## src/rtl/swpf_pkg.sv

```systemverilog
// Types and constants for the servo write packet framer.
package swpf_pkg;

    localparam logic       OP_POSITION = 1'b0;
    localparam logic       OP_MODE     = 1'b1;

    localparam logic [7:0] HDR_BYTE    = 8'hFF;
    localparam logic [7:0] INSTR_WRITE = 8'h03;
    localparam logic [7:0] POS_LEN     = 8'h09;
    localparam logic [7:0] POS_ADDR    = 8'h2A;
    localparam logic [7:0] MODE_LEN    = 8'h04;
    localparam logic [7:0] MODE_ADDR   = 8'h21;

    // byte positions within a packet
    localparam int          IDX_W        = 4;
    localparam logic [3:0]  IDX_HDR0     = 4'd0;
    localparam logic [3:0]  IDX_HDR1     = 4'd1;
    localparam logic [3:0]  IDX_ID       = 4'd2;
    localparam logic [3:0]  IDX_LEN      = 4'd3;
    localparam logic [3:0]  IDX_INSTR    = 4'd4;
    localparam logic [3:0]  IDX_ADDR     = 4'd5;
    localparam logic [3:0]  IDX_P0       = 4'd6;
    localparam logic [3:0]  IDX_P1       = 4'd7;
    localparam logic [3:0]  IDX_P2       = 4'd8;
    localparam logic [3:0]  IDX_P3       = 4'd9;
    localparam logic [3:0]  IDX_P4       = 4'd10;
    localparam logic [3:0]  IDX_P5       = 4'd11;
    localparam logic [3:0]  IDX_POS_LAST = 4'd12;
    localparam logic [3:0]  IDX_MODE_LAST = 4'd7;

    localparam int IN_DATA_W = 64;
    localparam int IN_USER_W = 1;
    localparam int OUT_DATA_W = 8;

    // one classified request waiting for the byte sequencer
    typedef struct packed {
        logic        op;
        logic [7:0]  servo_id;
        logic [15:0] goal_position;
        logic [15:0] move_time;
        logic [15:0] move_speed;
        logic [7:0]  run_mode;
        logic [7:0]  checksum;
    } t_desc;

endpackage

```

## src/rtl/swpf_front.sv

```systemverilog
// Front end: takes requests, precomputes the checksum, holds one descriptor.
module swpf_front (
    input  logic                        i_clk,
    input  logic                        i_rst_n,
    input  logic                        i_valid,
    output logic                        o_ready,
    input  logic [swpf_pkg::IN_DATA_W-1:0] i_data,
    input  logic [swpf_pkg::IN_USER_W-1:0] i_user,
    output logic                        o_push,
    output swpf_pkg::t_desc             o_desc,
    input  logic                        i_push_ready
);
    import swpf_pkg::*;

    logic   r_valid;
    t_desc  r_desc;
    t_desc  n_desc;
    logic [7:0] w_sum;

    always_comb begin
        n_desc.op            = i_user[0];
        n_desc.servo_id      = i_data[7:0];
        n_desc.goal_position = i_data[23:8];
        n_desc.move_time     = i_data[39:24];
        n_desc.move_speed    = i_data[55:40];
        n_desc.run_mode      = i_data[63:56];
        if (n_desc.op == OP_MODE) begin
            w_sum = n_desc.servo_id + MODE_LEN + INSTR_WRITE + MODE_ADDR + n_desc.run_mode;
        end else begin
            w_sum = n_desc.servo_id + POS_LEN + INSTR_WRITE + POS_ADDR
                  + n_desc.goal_position[7:0] + n_desc.goal_position[15:8]
                  + n_desc.move_time[7:0] + n_desc.move_time[15:8]
                  + n_desc.move_speed[7:0] + n_desc.move_speed[15:8];
        end
        n_desc.checksum = ~w_sum;
    end

    assign o_ready = !r_valid || i_push_ready;
    assign o_push  = r_valid;
    assign o_desc  = r_desc;

    always_ff @(posedge i_clk) begin
        if (!i_rst_n) begin
            r_valid <= 1'b0;
        end else if (i_valid && o_ready) begin
            r_valid <= 1'b1;
        end else if (i_push_ready) begin
            r_valid <= 1'b0;
        end
    end

    always_ff @(posedge i_clk) begin
        if (i_valid && o_ready) begin
            r_desc <= n_desc;
        end
    end

endmodule

```

## src/rtl/swpf_queue.sv

```systemverilog
// Short descriptor queue between the front end and the byte sequencer.
module swpf_queue #(
    parameter int DEPTH = 2
) (
    input  logic            i_clk,
    input  logic            i_rst_n,
    input  logic            i_push,
    output logic            o_push_ready,
    input  swpf_pkg::t_desc i_desc,
    output logic            o_valid,
    input  logic            i_pop,
    output swpf_pkg::t_desc o_desc
);
    import swpf_pkg::*;

    localparam int PTR_W = (DEPTH > 1) ? $clog2(DEPTH) : 1;
    localparam int CNT_W = $clog2(DEPTH + 1);

    t_desc             r_mem [DEPTH];
    logic [PTR_W-1:0]  r_wr_ptr;
    logic [PTR_W-1:0]  r_rd_ptr;
    logic [CNT_W-1:0]  r_count;
    logic              w_wr;
    logic              w_rd;

    assign o_push_ready = (r_count != CNT_W'(DEPTH));
    assign o_valid      = (r_count != '0);
    assign o_desc       = r_mem[r_rd_ptr];
    assign w_wr         = i_push && o_push_ready;
    assign w_rd         = i_pop && o_valid;

    always_ff @(posedge i_clk) begin
        if (!i_rst_n) begin
            r_wr_ptr <= '0;
            r_rd_ptr <= '0;
            r_count  <= '0;
        end else begin
            if (w_wr) begin
                r_wr_ptr <= (r_wr_ptr == PTR_W'(DEPTH - 1)) ? '0 : r_wr_ptr + 1'b1;
            end
            if (w_rd) begin
                r_rd_ptr <= (r_rd_ptr == PTR_W'(DEPTH - 1)) ? '0 : r_rd_ptr + 1'b1;
            end
            if (w_wr && !w_rd) begin
                r_count <= r_count + 1'b1;
            end else if (w_rd && !w_wr) begin
                r_count <= r_count - 1'b1;
            end
        end
    end

    always_ff @(posedge i_clk) begin
        if (w_wr) begin
            r_mem[r_wr_ptr] <= i_desc;
        end
    end

endmodule

```

## src/rtl/swpf_back.sv

```systemverilog
// Back end: walks a descriptor byte by byte into the output register.
module swpf_back (
    input  logic                          i_clk,
    input  logic                          i_rst_n,
    input  logic                          i_q_valid,
    output logic                          o_q_pop,
    input  swpf_pkg::t_desc               i_desc,
    output logic                          o_valid,
    input  logic                          i_ready,
    output logic [swpf_pkg::OUT_DATA_W-1:0] o_data,
    output logic                          o_last
);
    import swpf_pkg::*;

    t_desc            r_cur;
    logic             r_busy;
    logic [IDX_W-1:0] r_idx;
    logic             r_out_valid;
    logic [7:0]       r_out_data;
    logic             r_out_last;
    logic             w_adv;
    logic             w_last;
    logic [7:0]       w_byte;

    assign w_adv   = r_busy && (!r_out_valid || i_ready);
    assign w_last  = (r_cur.op == OP_MODE) ? (r_idx == IDX_MODE_LAST)
                                           : (r_idx == IDX_POS_LAST);
    assign o_q_pop = i_q_valid && (!r_busy || (w_adv && w_last));

    always_comb begin
        case (r_idx)
            IDX_HDR0:  w_byte = HDR_BYTE;
            IDX_HDR1:  w_byte = HDR_BYTE;
            IDX_ID:    w_byte = r_cur.servo_id;
            IDX_LEN:   w_byte = (r_cur.op == OP_MODE) ? MODE_LEN : POS_LEN;
            IDX_INSTR: w_byte = INSTR_WRITE;
            IDX_ADDR:  w_byte = (r_cur.op == OP_MODE) ? MODE_ADDR : POS_ADDR;
            IDX_P0:    w_byte = (r_cur.op == OP_MODE) ? r_cur.run_mode
                                                      : r_cur.goal_position[7:0];
            IDX_P1:    w_byte = (r_cur.op == OP_MODE) ? r_cur.checksum
                                                      : r_cur.goal_position[15:8];
            IDX_P2:    w_byte = r_cur.move_time[15:8];
            IDX_P3:    w_byte = r_cur.move_time[7:0];
            IDX_P4:    w_byte = r_cur.move_speed[15:8];
            IDX_P5:    w_byte = r_cur.move_speed[7:0];
            IDX_POS_LAST: w_byte = r_cur.checksum;
            default:   w_byte = HDR_BYTE;
        endcase
    end

    always_ff @(posedge i_clk) begin
        if (!i_rst_n) begin
            r_busy      <= 1'b0;
            r_idx       <= '0;
            r_out_valid <= 1'b0;
        end else begin
            if (o_q_pop) begin
                r_busy <= 1'b1;
                r_idx  <= IDX_HDR0;
            end else if (w_adv && w_last) begin
                r_busy <= 1'b0;
            end else if (w_adv) begin
                r_idx <= r_idx + 1'b1;
            end
            if (w_adv) begin
                r_out_valid <= 1'b1;
            end else if (i_ready) begin
                r_out_valid <= 1'b0;
            end
        end
    end

    always_ff @(posedge i_clk) begin
        if (o_q_pop) begin
            r_cur <= i_desc;
        end
        if (w_adv) begin
            r_out_data <= w_byte;
            r_out_last <= w_last;
        end
    end

    assign o_valid = r_out_valid;
    assign o_data  = r_out_data;
    assign o_last  = r_out_last;

endmodule

```

## src/rtl/servo_write_packet_framer.sv

```systemverilog
// Top level of the servo write packet framer.
// Usage:
//  - Slave stream: one write request per beat. tuser = operation (0 position,
//    1 mode); tdata = servo_id, goal_position, move_time, move_speed, run_mode.
//  - Master stream: one packet byte per beat in tdata, tlast on the checksum.
//  - Position requests give 13 bytes, mode requests give 8 bytes.
//  - Path to the first header byte when the block is empty: front register,
//    queue, sequencer descriptor register, output register.
//  - Throughput: the byte sequencer emits one byte per cycle while the master
//    side takes them; packets follow without gaps.
//  - The front register and the descriptor queue take further requests while a
//    packet is still being sent; s_axis_tready drops once they are full.
//  - A stalled master side holds the output byte; the sequencer waits with it.
//  - Synchronous active-low reset empties the queue and drops master tvalid.
module servo_write_packet_framer #(
    parameter int QUEUE_DEPTH = 2
) (
    input  logic        i_clk,
    input  logic        i_rst_n,
    input  logic        i_s_axis_tvalid,
    output logic        o_s_axis_tready,
    // [7:0] servo_id, [23:8] goal_position, [39:24] move_time,
    // [55:40] move_speed, [63:56] run_mode
    input  logic [63:0] i_s_axis_tdata,
    // [0] operation
    input  logic [0:0]  i_s_axis_tuser,
    output logic        o_m_axis_tvalid,
    input  logic        i_m_axis_tready,
    // [7:0] tx_byte
    output logic [7:0]  o_m_axis_tdata,
    // last_byte
    output logic        o_m_axis_tlast
);
    import swpf_pkg::*;

    logic  w_push;
    logic  w_push_ready;
    t_desc w_front_desc;
    logic  w_q_valid;
    logic  w_q_pop;
    t_desc w_q_desc;

    swpf_front u_front (
        .i_clk        (i_clk),
        .i_rst_n      (i_rst_n),
        .i_valid      (i_s_axis_tvalid),
        .o_ready      (o_s_axis_tready),
        .i_data       (i_s_axis_tdata),
        .i_user       (i_s_axis_tuser),
        .o_push       (w_push),
        .o_desc       (w_front_desc),
        .i_push_ready (w_push_ready)
    );

    swpf_queue #(
        .DEPTH (QUEUE_DEPTH)
    ) u_queue (
        .i_clk        (i_clk),
        .i_rst_n      (i_rst_n),
        .i_push       (w_push),
        .o_push_ready (w_push_ready),
        .i_desc       (w_front_desc),
        .o_valid      (w_q_valid),
        .i_pop        (w_q_pop),
        .o_desc       (w_q_desc)
    );

    swpf_back u_back (
        .i_clk     (i_clk),
        .i_rst_n   (i_rst_n),
        .i_q_valid (w_q_valid),
        .o_q_pop   (w_q_pop),
        .i_desc    (w_q_desc),
        .o_valid   (o_m_axis_tvalid),
        .i_ready   (i_m_axis_tready),
        .o_data    (o_m_axis_tdata),
        .o_last    (o_m_axis_tlast)
    );

endmodule

```

## config.mk

```make
export PLATFORM = sky130hd
export DESIGN_NAME = servo_write_packet_framer
export DESIGN_NICKNAME = d
export VERILOG_FILES = /design/src/rtl/swpf_pkg.sv /design/src/rtl/swpf_front.sv /design/src/rtl/swpf_queue.sv /design/src/rtl/swpf_back.sv /design/src/rtl/servo_write_packet_framer.sv
export SDC_FILE = /design/constraint.sdc
export NUM_CORES = 1
export LEC_CHECK = 0
export ABC_AREA = 1
export BUFFER_PORTS_ARGS = -buffer_cell sky130_fd_sc_hd__buf_2
export CORE_ASPECT_RATIO = 0.8
export CORE_MARGIN = 8
export CORE_UTILIZATION = 60
export CTS_CLUSTER_DIAMETER = 120
export DETAILED_ROUTE_END_ITERATION = 12
export GPL_ROUTABILITY_DRIVEN = 0
export PLACE_DENSITY = 0.79
export SLEW_MARGIN = 10
export SYNTH_ARGS = -nofsm -noshare
export SYNTH_HDL_FRONTEND = slang
export SYNTH_SLANG_ARGS = --single-unit
```

## constraint.sdc

```tcl
create_clock -name i_clk -period 5.15 [get_ports i_clk]
set_input_delay 1.03 -clock i_clk [delete_from_list [all_inputs] [get_ports i_clk]]
set_output_delay 1.03 -clock i_clk [all_outputs]
set_load 0.02 [all_outputs]
```

==> flow_summary.json <==
{
  "layout_worst_path_cycle_share_pct": 85.13,
  "synth-compound-area-share_pct": 2.895,
  "post_drt_wl_per_cell_um": 20.78,
  "rsz0062_at_grt": "false",
  "final_common_cell": "edfxtp_1",
  "status": "complete, no violations",
  "clk_latency_ns": 0.54,
  "fin_setup_tns_ns": 0,
  "finalHoldViolations": 0,
  "drcViolationCount": 0,
  "whs_endpoint": "u_queue.r_mem[0][24]",
  "finalPower_uw": 7553,
  "synth_cells": 871,
  "clockRootBuffer": "clkbuf_16",
  "finalSetupViolations": 0,
  "syn_area_per_cell_um2": 14.99,
  "antenna_found_initial": 1,
  "detail-route-antenna-nets": 0,
  "cts_setup_buffers": 0,
  "synth-simple-area-share_pct": 6.729,
  "dp_hpwl_mm": 17.17,
  "critical_path_class": "in -> reg",
  "power.density_cell_area_mw_per_mm2": 512.6,
  "cp.arrival_ns": 4.68,
  "min_period_ns": 4.384,
  "cts_tree": "done",
  "seq_area_frac_synth_pct": 70.94,
  "hold_class": "reg -> reg",
  "clock-sinks": 312,
  "initial_core_util_pct": 60.88,
  "cts_max_path_buffers": 3,
  "yosysUniqueCellTypes": 41,
  "drtIter0Drc": 775,
  "drt-total-wl_mm": 26.35,
  "layout-drive-gt1-share_pct": 21.15,
  "synth_seq_cells": 312,
  "htreeDepth": 1,
  "clkSlewWorstSetupHoldPaths_ns": 0.06,
  "ys.warnings.count": 0,
  "portBuffers": 79,
  "ir_worst_vdd_uv": 378.1,
  "maxCapViolCount": 0,
  "power.leakage_uw": 0.005664,
  "r2r-end": "u_back.o_data[4]",
  "ios": 80,
  "cp-end-kind": "register",
  "reg2reg_from": "u_back.r_cur[72]",
  "grt_use_total_pct": 19.66,
  "area_growth_pct": 12.89,
  "worst-path-max-fanout": 3,
  "grt_overflow_total": 0,
  "vias_per_cell": 5.568,
  "fp-row-count": 48,
  "finClkSkew_ns": 0.01437,
  "min_from": "u_front.o_desc[24]",
  "cts_buffers": 29,
  "die_w_um": 180.9,
  "grt_pass1_wl_mm": 40.22,
  "grt_max_degree": 75,
  "coreArea_mm2": 0.02144,
  "holdPathStages": 0,
  "die_area_mm2": 0.02676,
  "startpoint_type": "primary input",
  "r2r_slack_ns": 2.06,
  "synthesis.nets": 1005,
  "synthAdderAreaFrac_pct": 8.129,
  "worstPathRequired_ns": 5.44,
  "die_y_um": 147.9,
  "drv_slew": 0,
  "worst_slew_pin_slew_ns": 1.075,
  "num_vias": 7060,
  "antennaDiodeCount": 0,
  "cts_resized": 0,
  "drt-pass1-iter-count": 6,
  "synth_xor_area_share_pct": 0.4026,
  "muxShareOfSynthArea_pct": 6.451,
  "grt_pass1_vias": 7237,
  "postCtsHoldBufs": 0,
  "slew_headroom_pct": 28.32,
  "synth_top_family_by_area": "adder cells",
  "syn_area_mm2": 0.01305,
  "r2r_cells": 7,
  "max_freq_mhz": 228.1,
  "fin_nets": 1107,
  "layout_common_cells": "edfxtp_1 (301), nand2_1 (142), inv_1 (129)"
}
flip-flops by register name, summed over array words and instances (netlist names), 2 cells and up:
| signal | cells |
|---|---|
| u_back.r_cur | 73 |
| u_queue.r_count | 2 |
| u_back.r_idx | 4 |
| u_back.o_data | 8 |
| u_queue.r_mem | 146 |
| u_front.o_desc | 73 |
area by class of cell:
| cell class | count | area [µm²] |
|---|---|---|
| flip-flops and latches | 312 | 9260 |
| fillers | 1371 | 6705 |
| multi-input cells | 412 | 3227 |
| clock buffers | 34 | 744.5 |
| inverters | 134 | 504.2 |
| repair buffers | 84 | 432.9 |
| well taps | 275 | 344.1 |
| clock inverters | 17 | 222.7 |
worst max path at each step:
stage,cells after the start,end,start,slack [ns]
3_3_place_gp,19,u_front.o_desc[6],i_s_axis_tdata[26],0.35
4_1_cts,19,u_front.o_desc[6],i_s_axis_tdata[26],0.80
3_5_place_dp,19,u_front.o_desc[6],i_s_axis_tdata[26],0.30
5_1_grt,19,u_front.o_desc[6],i_s_axis_tdata[26],0.63
6_report,19,u_front.o_desc[6],i_s_axis_tdata[26],0.77
2_1_floorplan,18,u_front.o_desc[6],i_s_axis_tdata[18],0.67
power breakdown:
| group | total [µW] | internal [µW] | switching (µW) |
|---|---|---|---|
| combinational | 1630 | 612 | 1020 |
| clock | 2200 | 1320 | 877 |
| sequential | 3730 | 3480 | 250 |
| total | 7550 | 5410 | 2140 |
cell usage after synthesis:
| cell | instances | area share [%] |
|---|---|---|
| buf_6 | 2 | 0.17 |
| fa_1 | 33 | 5.1 |
| o21ai_0 | 9 | 0.35 |
| inv_2 | 2 | 0.058 |
| nor2_4 | 2 | 0.17 |
| nand2_4 | 1 | 0.086 |
| buf_2 | 5 | 0.19 |
| o21ai_4 | 1 | 0.12 |
| a31oi_1 | 3 | 0.14 |
| o22ai_1 | 1 | 0.048 |
| clkinv_2 | 1 | 0.038 |
| o21ai_2 | 1 | 0.067 |
| nor2_1 | 18 | 0.52 |
| clkinv_1 | 1 | 0.029 |
| nand3b_1 | 3 | 0.17 |
| dfxtp_1 | 11 | 1.7 |
| xor2_1 | 5 | 0.34 |
| nor3b_1 | 1 | 0.058 |
| nand3_1 | 24 | 0.92 |
| o2bb2ai_1 | 1 | 0.067 |
| a221oi_1 | 5 | 0.34 |
| mux2_2 | 73 | 6.3 |
| ha_1 | 32 | 3.1 |
| nor3_1 | 2 | 0.077 |
| clkbuf_1 | 4 | 0.11 |
| or2_2 | 3 | 0.14 |
| a22o_1 | 4 | 0.27 |
| xnor2_1 | 1 | 0.067 |
| nor4b_1 | 1 | 0.067 |
| o31ai_1 | 1 | 0.058 |
| inv_1 | 130 | 3.7 |
| and3_1 | 1 | 0.048 |
| a211oi_1 | 6 | 0.35 |
| a22oi_1 | 1 | 0.058 |
| nand4_1 | 6 | 0.29 |
| edfxtp_1 | 301 | 69 |
| a21oi_1 | 27 | 1.0 |
| nand2_2 | 2 | 0.096 |
| nand2_1 | 142 | 4.1 |
| mux2i_1 | 2 | 0.15 |
| buf_4 | 2 | 0.11 |
stage by stage:
step | area (µm²) | utilization [%] | setup slack [ns] | hold slack (ns) | std cells
2_1_floorplan | 13050 | - | 0.6747 | 0.4215 | 871
3_3_place_gp | 13770 | 64.22 | 0.3522 | 0.4220 | 1217
3_5_place_dp | 13770 | 64.22 | 0.3035 | 0.4304 | 1217
4_1_cts | 14740 | 68.73 | 0.7954 | 0.4418 | 1268
5_1_grt | 14740 | 68.73 | 0.6277 | 0.4504 | 1268
6_report | 14740 | 68.73 | 0.7660 | 0.4431 | 1268
kinds of logic (layout without fill, tap and decap cells):
logic type | after synthesis | in the layout
xor gates and xnor gates | 6 | 6
AOI/OAI and AO/OA | 60 | 60
and+or+nand+nor | 206 | 206
DFF | 312 | 312
adders and majority gates | 65 | 65
muxes | 75 | 75
buffers and inverters | 147 | 269
worst max-delay path: stages:
cell	delay, ns
buf_2	0.14
inv_1	0.07
fa_1	0.50
inv_1	0.05
fa_1	0.48
fa_1	0.57
inv_1	0.06
fa_1	0.47
inv_1	0.07
ha_1	0.23
inv_1	0.08
fa_1	0.36
inv_1	0.08
nand2_1	0.07
nand2_1	0.07
a21oi_1	0.07
xor2_1	0.14
nand2_1	0.07
nand2_1	0.06
routing by layer:
layer	track usage, %	up-vias	share of wire (%)
li1	-	3259	-
met1	27.37	3426	43
met2	31.65	325	47
met3	3.875	48	8.3
met4	4.992	2	2.0
met5	0	-	0.046
(Power assumes the default switching activity.)
